## config.mk

```make
export PLATFORM = sky130hd
export DESIGN_NAME = clip_lfo_track_unit
export DESIGN_NICKNAME = d
export VERILOG_FILES = /design/src/rtl/clt_pkg.sv /design/src/rtl/clt_cfg_regs.sv /design/src/rtl/clt_ctrl.sv /design/src/rtl/clt_datapath.sv /design/src/rtl/clip_lfo_track_unit.sv
export VERILOG_INCLUDE_DIRS = /design/src /design/src/rtl
export SDC_FILE = /design/constraint.sdc
export NUM_CORES = 2
export LEC_CHECK = 0
export ABC_AREA = 0
export BUFFER_PORTS_ARGS = -buffer_cell sky130_fd_sc_hd__buf_4
export CAP_MARGIN = 0
export CORE_MARGIN = 1
export CORE_UTILIZATION = 36
export CTS_BUF_LIST = sky130_fd_sc_hd__clkbuf_16
export DETAILED_ROUTE_END_ITERATION = 7
export PLACE_DENSITY_LB_ADDON = 0.05
export SLEW_MARGIN = 20
export SYNTH_ARGS = -nofsm -noshare
export SYNTH_HDL_FRONTEND = slang
export SYNTH_SLANG_ARGS = --single-unit
```

## constraint.sdc

```tcl
create_clock -name i_clk -period 7.4 [get_ports i_clk]
set_input_delay 0.74 -clock i_clk [delete_from_list [all_inputs] [get_ports i_clk]]
set_output_delay 0.74 -clock i_clk [all_outputs]
set_load 0.005 [all_outputs]
```

## src/rtl/assert_macros.svh

```systemverilog
// Assertion macros shared by the clip LFO track RTL.
`ifndef ASSERT_MACROS_SVH
`define ASSERT_MACROS_SVH

`ifndef SYNTHESIS
// Plain property check, disabled while reset is held.
`define CLT_ASSERT(lbl, clk, rst_n, prop, msg) \
    lbl: assert property (@(posedge clk) disable iff (!rst_n) prop) else $error(msg);
// Same-cycle implication check, disabled while reset is held.
`define CLT_ASSERT_IMP(lbl, clk, rst_n, ante, cons, msg) \
    lbl: assert property (@(posedge clk) disable iff (!rst_n) (ante) |-> (cons)) \
        else $error(msg);
`else
`define CLT_ASSERT(lbl, clk, rst_n, prop, msg)
`define CLT_ASSERT_IMP(lbl, clk, rst_n, ante, cons, msg)
`endif

`endif

```

## src/rtl/clt_pkg.sv

```systemverilog
// Shared types, codes and the sine table entry rounding for the clip LFO track.
`timescale 1ns / 1ps

package clt_pkg;

    // Q30 value of pi used to build the quarter-wave table
    localparam logic [63:0] PI_Q30 = 64'd3373259426;

    typedef enum logic [1:0] {
        WAVE_SINE     = 2'd0,
        WAVE_TRIANGLE = 2'd1,
        WAVE_SQUARE   = 2'd2,
        WAVE_SAW      = 2'd3
    } t_wave_kind;

    typedef enum logic {
        OP_TICK    = 1'b0,
        OP_RESTART = 1'b1
    } t_op;

    typedef enum logic [2:0] {
        CFG_WAVE_KIND    = 3'd0,
        CFG_FREQUENCY    = 3'd1,
        CFG_PHASE_OFFSET = 3'd2,
        CFG_AMPLITUDE    = 3'd3,
        CFG_BIAS         = 3'd4,
        CFG_SPEED        = 3'd5,
        CFG_WEIGHT       = 3'd6,
        CFG_DURATION     = 3'd7
    } t_cfg_idx;

    // Configuration register file contents
    typedef struct packed {
        t_wave_kind  wave_kind;
        logic [15:0] frequency;
        logic [15:0] phase_offset;
        logic [15:0] amplitude;
        logic [15:0] bias;
        logic [15:0] speed;
        logic [15:0] weight;
        logic [31:0] duration;
    } t_cfg;

    // Datapath commands, at most one step per cycle
    typedef struct packed {
        logic load_in;
        logic mul_step;
        logic advance;
        logic phase;
        logic lookup;
        logic track;
        logic load_out;
    } t_cmd;

    // One quarter-wave entry from its Q30 Taylor sum: negative sums clamp
    // to zero, then rounded to Q15 and clamped to 16 bits unsigned.
    function automatic logic [15:0] clt_sine_round(input logic signed [63:0] sum_q30);
        logic signed [63:0] sum;
        sum = sum_q30;
        if (sum < 0) begin
            sum = '0;
        end
        sum = (sum + 64'sd16384) >>> 15;
        if (sum > 64'sd65535) begin
            sum = 64'sd65535;
        end
        return sum[15:0];
    endfunction

endpackage

```

## src/rtl/clt_cfg_regs.sv

```systemverilog
// Configuration register file of the clip LFO track.
`timescale 1ns / 1ps

module clt_cfg_regs
    import clt_pkg::*;
(
    input  logic        i_clk,
    input  logic        i_rst_n,
    input  logic        i_cfg_we,
    input  logic [2:0]  i_cfg_idx,
    input  logic [31:0] i_cfg_data,
    output t_cfg        o_cfg
);

    t_cfg r_cfg;

    // Register writes, one per cycle, no read-back
    always_ff @(posedge i_clk) begin
        if (!i_rst_n) begin
            r_cfg.wave_kind    <= WAVE_SINE;
            r_cfg.frequency    <= 16'd256;
            r_cfg.phase_offset <= 16'd0;
            r_cfg.amplitude    <= 16'd256;
            r_cfg.bias         <= 16'd0;
            r_cfg.speed        <= 16'd256;
            r_cfg.weight       <= 16'd256;
            r_cfg.duration     <= 32'd0;
        end else if (i_cfg_we) begin
            unique case (t_cfg_idx'(i_cfg_idx))
                CFG_WAVE_KIND:    r_cfg.wave_kind    <= t_wave_kind'(i_cfg_data[1:0]);
                CFG_FREQUENCY:    r_cfg.frequency    <= i_cfg_data[15:0];
                CFG_PHASE_OFFSET: r_cfg.phase_offset <= i_cfg_data[15:0];
                CFG_AMPLITUDE:    r_cfg.amplitude    <= i_cfg_data[15:0];
                CFG_BIAS:         r_cfg.bias         <= i_cfg_data[15:0];
                CFG_SPEED:        r_cfg.speed        <= i_cfg_data[15:0];
                CFG_WEIGHT:       r_cfg.weight       <= i_cfg_data[15:0];
                CFG_DURATION:     r_cfg.duration     <= i_cfg_data;
                default:          r_cfg              <= r_cfg;
            endcase
        end
    end

    assign o_cfg = r_cfg;

endmodule

```

## src/rtl/clt_ctrl.sv

```systemverilog
// Sequencing controller: input/output handshakes and datapath step commands.
`timescale 1ns / 1ps
`include "assert_macros.svh"

module clt_ctrl
    import clt_pkg::*;
(
    input  logic i_clk,
    input  logic i_rst_n,
    input  logic i_in_valid,
    output logic o_in_ready,
    output logic o_out_valid,
    input  logic i_out_ready,
    output t_cmd o_cmd
);

    typedef enum logic [2:0] {
        S_IDLE,
        S_MUL,
        S_ADV,
        S_PHASE,
        S_LOOK,
        S_TRACK,
        S_SCALE
    } t_state;

    t_state r_state, n_state;
    logic   r_out_valid, n_out_valid;
    logic   w_slot_free;

    // Output slot can take a result when empty or being drained
    assign w_slot_free = !r_out_valid || i_out_ready;

    // Next state and step commands
    always_comb begin
        n_state     = r_state;
        n_out_valid = r_out_valid && !i_out_ready;
        o_cmd       = '0;
        unique case (r_state)
            S_IDLE: begin
                if (i_in_valid) begin
                    o_cmd.load_in = 1'b1;
                    n_state       = S_MUL;
                end
            end
            S_MUL: begin
                o_cmd.mul_step = 1'b1;
                n_state        = S_ADV;
            end
            S_ADV: begin
                o_cmd.advance = 1'b1;
                n_state       = S_PHASE;
            end
            S_PHASE: begin
                o_cmd.phase = 1'b1;
                n_state     = S_LOOK;
            end
            S_LOOK: begin
                o_cmd.lookup = 1'b1;
                n_state      = S_TRACK;
            end
            S_TRACK: begin
                o_cmd.track = 1'b1;
                n_state     = S_SCALE;
            end
            S_SCALE: begin
                if (w_slot_free) begin
                    o_cmd.load_out = 1'b1;
                    n_out_valid    = 1'b1;
                    n_state        = S_IDLE;
                end
            end
            default: n_state = S_IDLE;
        endcase
    end

    // State and output-valid register
    always_ff @(posedge i_clk) begin
        if (!i_rst_n) begin
            r_state     <= S_IDLE;
            r_out_valid <= 1'b0;
        end else begin
            r_state     <= n_state;
            r_out_valid <= n_out_valid;
        end
    end

    assign o_in_ready  = (r_state == S_IDLE);
    assign o_out_valid = r_out_valid;

    `CLT_ASSERT(a_cmd_onehot0, i_clk, i_rst_n, $onehot0(o_cmd), "two datapath steps at once")
    `CLT_ASSERT(a_accept_starts, i_clk, i_rst_n, (i_in_valid && o_in_ready) |=> o_cmd.mul_step,
        "accepted transaction did not start the datapath")
    `CLT_ASSERT_IMP(a_no_overwrite, i_clk, i_rst_n, r_out_valid && !i_out_ready, !o_cmd.load_out,
        "pending result overwritten")

endmodule

```

## src/rtl/clt_datapath.sv

```systemverilog
// Datapath: clip time advance, phase, wave table lookup and output scaling.
`timescale 1ns / 1ps
`include "assert_macros.svh"

module clt_datapath
    import clt_pkg::*;
#(
    parameter int SINE_TABLE_DEPTH = 256
) (
    input  logic        i_clk,
    input  logic        i_rst_n,
    input  t_cfg        i_cfg,
    input  t_cmd        i_cmd,
    input  logic        i_op,
    input  logic [23:0] i_time_step,
    output logic [31:0] o_value,
    output logic        o_playing,
    output logic        o_finished
);

    localparam int IDX_W  = $clog2(SINE_TABLE_DEPTH);
    localparam int RAW_W  = $clog2(SINE_TABLE_DEPTH + 1);
    localparam int PROD_W = 14 + RAW_W;

    // Registers of the item in flight and the clip state
    t_op                r_op;
    logic [23:0]        r_step;
    logic [31:0]        r_delta;
    logic [31:0]        r_time, n_time;
    logic               r_playing, n_playing;
    logic               r_done, n_done;
    logic [15:0]        r_phase;
    logic [15:0]        r_sine;
    logic signed [34:0] r_track;
    logic [31:0]        r_out_value;
    logic               r_out_playing;
    logic               r_out_finished;

    // Quarter-wave sine table, built at elaboration
    logic [15:0] w_rom [SINE_TABLE_DEPTH];
    for (genvar k = 0; k < SINE_TABLE_DEPTH; k++) begin : g_rom
        localparam logic [63:0] AngleQ30 =
            (PI_Q30 * 64'(2 * k + 1)) / 64'(4 * SINE_TABLE_DEPTH);
        // Taylor terms x^(2n+1)/(2n+1)!, each built from the one before
        localparam logic [63:0] Term1 =
            ((((AngleQ30 * AngleQ30) >> 30) * AngleQ30) >> 30) / 64'd6;
        localparam logic [63:0] Term2 =
            ((((Term1 * AngleQ30) >> 30) * AngleQ30) >> 30) / 64'd20;
        localparam logic [63:0] Term3 =
            ((((Term2 * AngleQ30) >> 30) * AngleQ30) >> 30) / 64'd42;
        localparam logic [63:0] Term4 =
            ((((Term3 * AngleQ30) >> 30) * AngleQ30) >> 30) / 64'd72;
        localparam logic [63:0] Term5 =
            ((((Term4 * AngleQ30) >> 30) * AngleQ30) >> 30) / 64'd110;
        localparam logic [63:0] Term6 =
            ((((Term5 * AngleQ30) >> 30) * AngleQ30) >> 30) / 64'd156;
        localparam logic [63:0] Term7 =
            ((((Term6 * AngleQ30) >> 30) * AngleQ30) >> 30) / 64'd210;
        localparam logic signed [63:0] SumQ30 =
            signed'(AngleQ30) - signed'(Term1) + signed'(Term2) - signed'(Term3)
            + signed'(Term4) - signed'(Term5) + signed'(Term6) - signed'(Term7);
        localparam logic [15:0] Entry = clt_sine_round(SumQ30);
        assign w_rom[k] = Entry;
    end

    // Step times speed, floor to Q16.16
    logic signed [39:0] w_step_prod;
    assign w_step_prod = $signed(r_step) * $signed(i_cfg.speed);

    // Saturating time advance and one-shot end check
    logic [32:0] w_sum;
    logic [31:0] w_sat;
    logic        w_step_pos;
    logic        w_reach;

    assign w_sum      = {r_time[31], r_time} + {r_delta[31], r_delta};
    assign w_step_pos = !r_step[23] && (r_step != '0);

    always_comb begin
        if (w_sum[32] != w_sum[31]) begin
            w_sat = w_sum[32] ? 32'h8000_0000 : 32'h7FFF_FFFF;
        end else begin
            w_sat = w_sum[31:0];
        end
    end

    assign w_reach = (i_cfg.duration != '0) && !w_sat[31] && (w_sat >= i_cfg.duration);

    always_comb begin
        n_time    = r_time;
        n_playing = r_playing;
        n_done    = 1'b0;
        if (r_op == OP_RESTART) begin
            n_time    = '0;
            n_playing = 1'b1;
        end else if (w_step_pos && r_playing) begin
            if (w_reach) begin
                n_time    = i_cfg.duration;
                n_playing = 1'b0;
                n_done    = 1'b1;
            end else begin
                n_time = w_sat;
            end
        end
    end

    // Phase: only the low 24 bits of time times frequency reach bits 23..8
    logic [39:0] w_tprod;
    assign w_tprod = 40'(r_time[23:0]) * 40'(i_cfg.frequency);

    // Table index from the position inside the quadrant, mirrored in odd quadrants
    logic [PROD_W-1:0] w_iprod;
    logic [RAW_W-1:0]  w_iraw;
    logic [IDX_W-1:0]  w_idx_q;
    logic [IDX_W-1:0]  w_idx;

    assign w_iprod = PROD_W'(r_phase[13:0]) * PROD_W'(SINE_TABLE_DEPTH);
    assign w_iraw  = w_iprod[PROD_W-1:14];

    always_comb begin
        if (w_iraw >= RAW_W'(SINE_TABLE_DEPTH)) begin
            w_idx_q = IDX_W'(SINE_TABLE_DEPTH - 1);
        end else begin
            w_idx_q = w_iraw[IDX_W-1:0];
        end
        w_idx = r_phase[14] ? (IDX_W'(SINE_TABLE_DEPTH - 1) - w_idx_q) : w_idx_q;
    end

    // Wave value in Q1.15, full scale +-32768
    logic signed [17:0] w_wave;
    always_comb begin
        case (i_cfg.wave_kind)
            WAVE_TRIANGLE: begin
                if (!r_phase[15]) begin
                    w_wave = $signed({1'b0, r_phase, 1'b0}) - 18'sd32768;
                end else begin
                    w_wave = 18'sd98304 - $signed({1'b0, r_phase, 1'b0});
                end
            end
            WAVE_SQUARE: w_wave = r_phase[15] ? -18'sd32768 : 18'sd32768;
            WAVE_SAW:    w_wave = $signed({2'b00, r_phase}) - 18'sd32768;
            default: begin
                if (r_phase[15]) begin
                    w_wave = -$signed({2'b00, r_sine});
                end else begin
                    w_wave = $signed({2'b00, r_sine});
                end
            end
        endcase
    end

    // Track value: bias plus amplitude times wave, Q.23
    logic signed [33:0] w_amp_prod;
    logic signed [34:0] w_track;
    assign w_amp_prod = $signed(i_cfg.amplitude) * w_wave;
    assign w_track    = $signed({{4{i_cfg.bias[15]}}, i_cfg.bias, 15'b0})
                      + $signed({w_amp_prod[33], w_amp_prod});

    // Weighted value, floor to Q16.16, saturated; zero while the clip is stopped
    logic signed [50:0] w_scaled;
    logic [35:0]        w_shr;
    logic [31:0]        w_value;
    assign w_scaled = $signed(i_cfg.weight) * r_track;
    assign w_shr    = w_scaled[50:15];

    always_comb begin
        if (!r_playing) begin
            w_value = '0;
        end else if (w_shr[35:31] != {5{w_shr[35]}}) begin
            w_value = w_shr[35] ? 32'h8000_0000 : 32'h7FFF_FFFF;
        end else begin
            w_value = w_shr[31:0];
        end
    end

    // Clip state
    always_ff @(posedge i_clk) begin
        if (!i_rst_n) begin
            r_time    <= '0;
            r_playing <= 1'b0;
            r_done    <= 1'b0;
        end else if (i_cmd.advance) begin
            r_time    <= n_time;
            r_playing <= n_playing;
            r_done    <= n_done;
        end
    end

    // Pipeline payload registers
    always_ff @(posedge i_clk) begin
        if (i_cmd.load_in) begin
            r_op   <= t_op'(i_op);
            r_step <= i_time_step;
        end
        if (i_cmd.mul_step) begin
            r_delta <= w_step_prod[39:8];
        end
        if (i_cmd.phase) begin
            r_phase <= w_tprod[23:8] + i_cfg.phase_offset;
        end
        if (i_cmd.lookup) begin
            r_sine <= w_rom[w_idx];
        end
        if (i_cmd.track) begin
            r_track <= w_track;
        end
        if (i_cmd.load_out) begin
            r_out_value    <= w_value;
            r_out_playing  <= r_playing;
            r_out_finished <= r_done;
        end
    end

    assign o_value    = r_out_value;
    assign o_playing  = r_out_playing;
    assign o_finished = r_out_finished;

    `CLT_ASSERT(a_finish_clamps, i_clk, i_rst_n,
        i_cmd.advance |=> (!r_done || (!r_playing && (r_time == i_cfg.duration))),
        "finished clip not stopped at its duration")
    `CLT_ASSERT(a_restart_zero, i_clk, i_rst_n,
        (i_cmd.advance && (r_op == OP_RESTART)) |=> (r_playing && (r_time == '0) && !r_done),
        "restart did not rewind the clip")

endmodule

```

## src/rtl/clip_lfo_track_unit.sv

```systemverilog
// Top level of the clip LFO track unit.
//
// Use: one animation clip driving one low-frequency-oscillator track.
// Input channel (i_in_valid / o_in_ready) carries i_op (tick or restart) and
// i_time_step (signed Q8.16 seconds). Output channel (o_out_valid /
// i_out_ready) returns one transaction per input: o_value (Q16.16, saturated),
// o_playing and o_finished.
// The controller takes an input only in idle and walks it through the steps
// MUL, ADV, PHASE, LOOK, TRACK and SCALE: four dependent multiplies
// (step*speed, time*frequency, amplitude*wave, weight*track) and the
// registered sine table read, one step per cycle unless held in SCALE. A
// waiting result sits in the output register, so the next input is taken while
// the receiver stalls; only when a second result is ready and the first is
// still held does the datapath hold in its last step. Reset (synchronous,
// active low) restores the register defaults, rewinds the clip to time zero
// and stops it; no result is pending afterward. Configuration writes take
// effect at once; the user makes them only while idle, unchecked by the block.
`timescale 1ns / 1ps

module clip_lfo_track_unit
    import clt_pkg::*;
#(
    parameter int SINE_TABLE_DEPTH = 256
) (
    input  logic        i_clk,
    input  logic        i_rst_n,
    input  logic        i_in_valid,
    output logic        o_in_ready,
    input  logic        i_op,
    input  logic [23:0] i_time_step,
    output logic        o_out_valid,
    input  logic        i_out_ready,
    output logic [31:0] o_value,
    output logic        o_playing,
    output logic        o_finished,
    input  logic        i_cfg_we,
    input  logic [2:0]  i_cfg_idx,
    input  logic [31:0] i_cfg_data
);

    t_cfg w_cfg;
    t_cmd w_cmd;

    clt_cfg_regs u_cfg_regs (
        .i_clk      (i_clk),
        .i_rst_n    (i_rst_n),
        .i_cfg_we   (i_cfg_we),
        .i_cfg_idx  (i_cfg_idx),
        .i_cfg_data (i_cfg_data),
        .o_cfg      (w_cfg)
    );

    clt_ctrl u_ctrl (
        .i_clk       (i_clk),
        .i_rst_n     (i_rst_n),
        .i_in_valid  (i_in_valid),
        .o_in_ready  (o_in_ready),
        .o_out_valid (o_out_valid),
        .i_out_ready (i_out_ready),
        .o_cmd       (w_cmd)
    );

    clt_datapath #(
        .SINE_TABLE_DEPTH (SINE_TABLE_DEPTH)
    ) u_datapath (
        .i_clk       (i_clk),
        .i_rst_n     (i_rst_n),
        .i_cfg       (w_cfg),
        .i_cmd       (w_cmd),
        .i_op        (i_op),
        .i_time_step (i_time_step),
        .o_value     (o_value),
        .o_playing   (o_playing),
        .o_finished  (o_finished)
    );

endmodule
```

Word level (Yosys, flattened, before mapping). Memories as Yosys holds them, arrays and structs flattened. A register that Yosys moved wholly into a read port is not among the register bits. Index checks and enable logic that the tools add are counted.

Bits in registers: 310. Output and inout bits: 36. Bits in read-only memories: 4096. Input bits: 65. Memories kept: 1.

Add/subtract/negate cells: 8. Reductions and logical operators: 27. Magnitude comparators: 2. Multipliers: 4. Equality and inequality tests: 20. Muxes and demuxes: 33. Bitwise logic cells: 1.

Memories: (name not given) (words 256, bits a word 16, read ports 1, clocked after memory_dff 1, wr ports 0, RTL line clt_datapath.sv:202) `r_sine <= w_rom[w_idx];`.

Operators by type and width (count): 2-to-1 mux 32 bit (7); 2-to-1 mux 18 bit (3); case mux 18 bit (3 select lines) (1); multiplier 16 x 35 -> 51 bit (1); multiplier 24 x 16 -> 40 bit (1); adder 31 x 34 -> 35 bit (1); multiplier 16 x 18 -> 34 bit (1); adder 32 x 32 -> 33 bit (1); >= comparator 32 bit (1); nonzero test 32 bit (1); multiplier 24 x 16 -> 24 bit (1); nonzero test 24 bit (1); equality test 3 bit, second input constant (7); case mux 3 bit (7 select lines) (1); AND reduction 2 bit (10); negation 16 -> 18 bit (1); subtractor 17 x 16 -> 18 bit, second input constant (1); subtractor 17 x 17 -> 18 bit, first input constant (1); 2-to-1 mux 1 bit (17); subtractor 16 x 16 -> 17 bit, second input constant (1); adder 16 bit (1); 2-to-1 mux 8 bit (2); equality test 3 x 2 -> 1 bit, second input constant (4); >= comparator 8 x 9 -> 1 bit, second input constant (1); other kinds (16) (28).

Longest topological paths before layout.
Depth after elaboration: 9. Gate-level depth with buffers: 34.

Modules after synthesis. From an unflattened synthesis, not the netlist that was laid out.

Cell total of the unflattened synthesis: 7956. Area, all modules: 70839.2 um2.

Modules (own cells, without submodules): clt_datapath (cells an instance 7465, area each 65769.3 um2, instances 1); clt_cfg_regs (cells an instance 464, area each 4819.6 um2, instances 1); clt_ctrl (cells an instance 27, area each 250.2 um2, instances 1).

Worst setup path after synthesis. No wires, ideal clock.

Kind: register to register. Start point: register u_datapath.r_phase[2]. End point: register u_datapath.r_track[32] (data pin). Library setup time: 0.271 ns. Data arrival time: 7.642 ns. Cell stages (with the launch flop): 30. Period minus slack after synthesis: 7.913 ns. Slack: -0.513 ns. Data required time: 7.129 ns. Cells stage by stage: edfxtp_1 > or4_1 > nand2b_1 > o31ai_1 > xnor2_1 > a21oi_1 > o21ai_0 > clkbuf_1 > and2_1 > fa_1 > inv_1 > fa_1 > fa_1 > inv_1 > fa_1 > fa_1 > inv_1 > fa_1 > inv_1 > ha_1 > a21o_1 > a21o_1 > a21o_1 > or3_1 > a22oi_1 > o311ai_0 > nand2_1 > nor2_1 > a2111oi_0 > xnor2_1.

Word-level cells in the longest chain between the ends: 5. Elaborated cells between the ends (all ways): 7. Classes of those cells: add/sub (4); mul (1); mux (2).

RTL lines: start, declared (RTL line clt_datapath.sv:32) `logic [15:0] r_phase;`; start signal, assigned (RTL line clt_datapath.sv:199) `r_phase <= w_tprod[23:8] + i_cfg.phase_offset;`; subtractor 17 x 16 -> 18 bit / subtractor 17 x 17 -> 18 bit (equally long branches) (RTL line clt_datapath.sv:135, clt_datapath.sv:137); 2-to-1 mux 18 bit (RTL line clt_datapath.sv:134) `if (!r_phase[15]) begin`; case mux 18 bit (3 select lines) * (RTL line clt_datapath.sv:132) `case (i_cfg.wave_kind)`; multiplier 16 x 18 -> 34 bit * (RTL line clt_datapath.sv:155) `assign w_amp_prod = $signed(i_cfg.amplitude) * w_wave;`; adder 31 x 34 -> 35 bit * (RTL line clt_datapath.sv:157) `+ $signed({w_amp_prod[33], w_amp_prod});`; named net u_datapath.w_track[32] (RTL line clt_datapath.sv:154) `logic signed [34:0] w_track;`; end signal, assigned (RTL line clt_datapath.sv:205) `r_track <= w_track;`; end, declared (RTL line clt_datapath.sv:34) `logic signed [34:0] r_track;`.

The timed path passes the listed nets; every way through them passes the cells marked *. A chain may end at the register's enable or synchronous reset.

Worst setup path after layout.
Start point: register u_datapath.r_sine[6]. End point: register u_datapath.r_track[34] (data pin).

Word-level cells in the longest chain between the ends: 5.

RTL lines: start, declared (RTL line clt_datapath.sv:33) `logic [15:0] r_sine;`; negation 16 -> 18 bit (RTL line clt_datapath.sv:144) `w_wave = -$signed({2'b00, r_sine});`; 2-to-1 mux 18 bit * (RTL line clt_datapath.sv:143) `if (r_phase[15]) begin`; case mux 18 bit (3 select lines) * (RTL line clt_datapath.sv:132); multiplier 16 x 18 -> 34 bit * (RTL line clt_datapath.sv:155); adder 31 x 34 -> 35 bit * (RTL line clt_datapath.sv:157); named net u_datapath.w_track[34] (RTL line clt_datapath.sv:154).

Marked as above.

==> results.md <==
- Outcome: complete, but fails checks
- Failing checks: negative setup slack
- Worst-Margin Slew: 1.06 ns
- Die footprint: 198000 µm²
- Critical Path End: u_datapath.r_track[34]
- CTS tree: built
- PD cells: 104 nW/µm²
- PortBufs: 100
- First-pass GRT wire length: 380000 µm
- Die X: 444 µm
- Post-layout nets: 10.6k
- Share of layout cells above drive strength 1: 14.8%
- Gpl congestion: 0.965
- Pleak: 37.8 nW
- Post-synthesis simple-gate area fraction: 16.7%
- Cell taking the most area after synthesis: fa_1
- Fmax: 134 MHz
- Max-slew violations: 0
- FF/Latch Area: 8130 µm²
- Drt wl/cell: 21.8 µm
- Clock Tree Buf Depth: 3
- Filler cell count: 19.7k
- Detailed-placement wirelength estimate: 199000 µm
- Xor/xnor cell area share of the yosys netlist: 2.87%
- H-tree lvl count: 2
- DP Area: 79700 µm²
- Total Routing Usage GR: 25.4%
- Crit-path slowest cell: or4_4
- Startpoint Class: register
- FF-to-FF Start: u_datapath.r_sine[6]
- Post-synthesis mux area share: 0.188%
- Final Hold Vio Count: 0
- Post-synthesis compound-gate area fraction: 9.78%
- Worst-path clk slew: 0.06 ns
- Final setup fails: 27
- Post-synth EDFFs: 158
- Mean Syn Cell Area: 8.67 µm²
- Top Ports: 101
- Vias in the first global route: 61.2k
- Core box area: 195000 µm²
- Maxcap violations: 0
- RSZ-0062 raised after global routing: true
- Post-synthesis cell area: 70500 µm²
- Ys flop type: dfxtp_1
- Share of the synthesized area in the top cell type: 39.9%
- Critical path's largest stage delay: 0.55 ns
- Register area share after synthesis: 11.5%
- Largest family of logic cells by synthesized area: adder cells
- CTS Hold Bufs: 0
- Worst Min Path Start: i_time_step[1]
- Vias per cell: 5.02
- DRC violations left: 0
- Setup TNS Final: -0.631 ns
- Drt total wl: 247000 µm
- Slew headroom: 28.8%
- Num rows: 162
- Most frequent cells in the layout: inv_1 (1581), fa_1 (1383), nand2_1 (1369)
- PnR worst setup slack: -0.0880 ns
- Skew final: 0.0396 ns
- Crit path required time: 7.81 ns
- Remaining global-route overflow: 0
- Initial antenna violation count: 7
- Inserted Clock Buffers: 48
- Crit Path Category: register to register
- Most frequent CP cell: fa_1
- R2r worst-path depth: 29
- Yosys reg bits: 326
- Initial core utilization: 36.2%
- Worst ir drop on vdd: 0.000179 V
- CP max FO: 4
- Post-Synth Adder-Cell Area: 48.1%
- CP Capture Type: register
- Largest net degree at the start of global routing: 101
- Tmin final: 7.49 ns
- Critical Path AT: 7.90 ns
- Multi-input logic area: 55900 µm²
- Area contributors post-synth: fa_1 (40%), inv_1 (8.5%), ha_1 (8.2%)
- RR Endpoint: u_datapath.r_track[34]
- DR pass1 iterations: 8
- Post-synthesis net count: 10.1k
- Commonest non-fill, non-tap cell in the layout: inv_1
- Skew-Pair Late Insertion Delay: 0.70 ns
- R2R Setup Slk: -0.09 ns
- Ys Warns: 0
- Die Y: 444 µm
- Post-route cell area: 83300 µm²
- Min-Delay Path Class: input port to register
- Root buffer cell: clkbuf_16
- CP startpoint: u_datapath.r_sine[6]
- Drt initial violations: 3368
- Library cells used by synthesis: 90
- Final Cycle Share: 101%
- Async S/R FF share, synth: 0%
- Synthesized netlist cell count: 8130
- Vias: 56.8k
- CTS Sinks: 326
- Antenna viol nets, final: 0
- Area growth from synthesis to layout: 18.2%
## layout make-up
type	instances	share of cell area, %
sequential	326	9.77
timing repair buffer	926	9.90
tap	2624	3.94
inverter	1599	7.21
clock buffer	52	1.56
multi-input combinational	5761	67.2
clock inverter	38	0.439
antenna	2	0.00601
## where the power goes
group          internal [mW]  switching [mW]  leakage (nW)
clock network           1.39            1.04         0.833
logic                   1.77            2.36          34.2
registers               2.02          0.0894          2.79
total                   5.19            3.49          37.8
## cells in the mapped netlist (all sizes together) (9+ instances only)
master / number
inv: 1595
fa: 1404
nand2: 1383
and2: 538
ha: 460
clkbuf: 402
a21oi: 384
nor2: 278
o21ai: 239
dfxtp: 168
xnor2: 167
edfxtp: 158
nand2b: 74
nand3: 72
nor3: 65
xor2: 64
a21o: 62
o211ai: 51
buf: 42
a211oi: 38
a31oi: 33
a22oi: 28
nor2b: 27
and3: 26
nand4: 26
o21bai: 25
o22ai: 23
o311ai: 23
o21a: 22
nor4: 21
o221ai: 21
o31ai: 19
o2111ai: 16
a311oi: 15
a221oi: 12
mux2i: 11
or3: 11
or2: 10
a2111oi: 9
## metrics by stage
stage	std cells	setup WS, ns	power (mW)	util (%)	hold WS (ns)
after floorplan	8130	0.00536	4.49	-	0.402
after global placement	11169	-0.468	6.09	40.9	0.447
after detailed placement	11169	-0.515	6.09	40.9	0.451
after CTS	11286	-0.259	8.72	42.3	0.149
after global routing	11327	-0.411	9.32	42.7	0.180
final	11328	-0.0880	8.68	42.7	0.213
## cells by family after synthesis
logic type	Yosys count
AO/OA/AOI/OAI	1094
XOR/XNOR	231
adder cells (fa/ha/maj)	1865
buffers and inverters	2043
flip-flops	326
multiplexers	12
AND/OR/NAND/NOR	2559
## critical path: cells and delay by family (launching register included)
kind / cells / cell delay, ns
buf+inv: 6 / 0.60
flops: 1 / 0.38
compound gates: 9 / 1.45
xor+xnor: 2 / 0.26
simple gates: 5 / 1.26
fa+ha+maj: 7 / 3.24
## worst min path at each step
stage / depth (start not counted) / end
3_5_place_dp: 2 / u_cfg_regs.o_cfg[72]
4_1_cts: 1 / u_datapath.r_step[1]
5_1_grt: 1 / u_datapath.r_step[1]
3_3_place_gp: 2 / u_cfg_regs.o_cfg[64]
2_1_floorplan: 0 / u_datapath.o_finished
6_report: 1 / u_datapath.r_step[1]
## timing repair
action / 4_1_cts / 5_1_grt
pin swaps: 93 / 143
resized for setup: 140 / 165
endpoints found under the setup margin: 47 / 53
gates cloned: 5 / 2
setup buffers: 24 / 40
## layer usage
layer  part of all wire [%]  vias up  GRT usage, %
met2                     50     1135          44.9
met4                    3.7        6          8.58
li1                       -    26159             -
met1                     43    29233          32.6
met5                  0.019        -             0
met3                    3.3      315          1.89
## registers in the layout, summed over array words and instances, names as in the netlist
signal,cells
u_cfg_regs.o_cfg,130
u_ctrl.o_out_valid,1
u_ctrl.r_state,3
u_datapath.o_finished,1
u_datapath.o_playing,1
u_datapath.o_value,32
u_datapath.r_delta,32
u_datapath.r_done,1
u_datapath.r_op,1
u_datapath.r_phase,16
u_datapath.r_playing,1
u_datapath.r_sine,16
u_datapath.r_step,24
u_datapath.r_time,32
u_datapath.r_track,35
No activity file was read; power rests on OpenSTA's default activity.
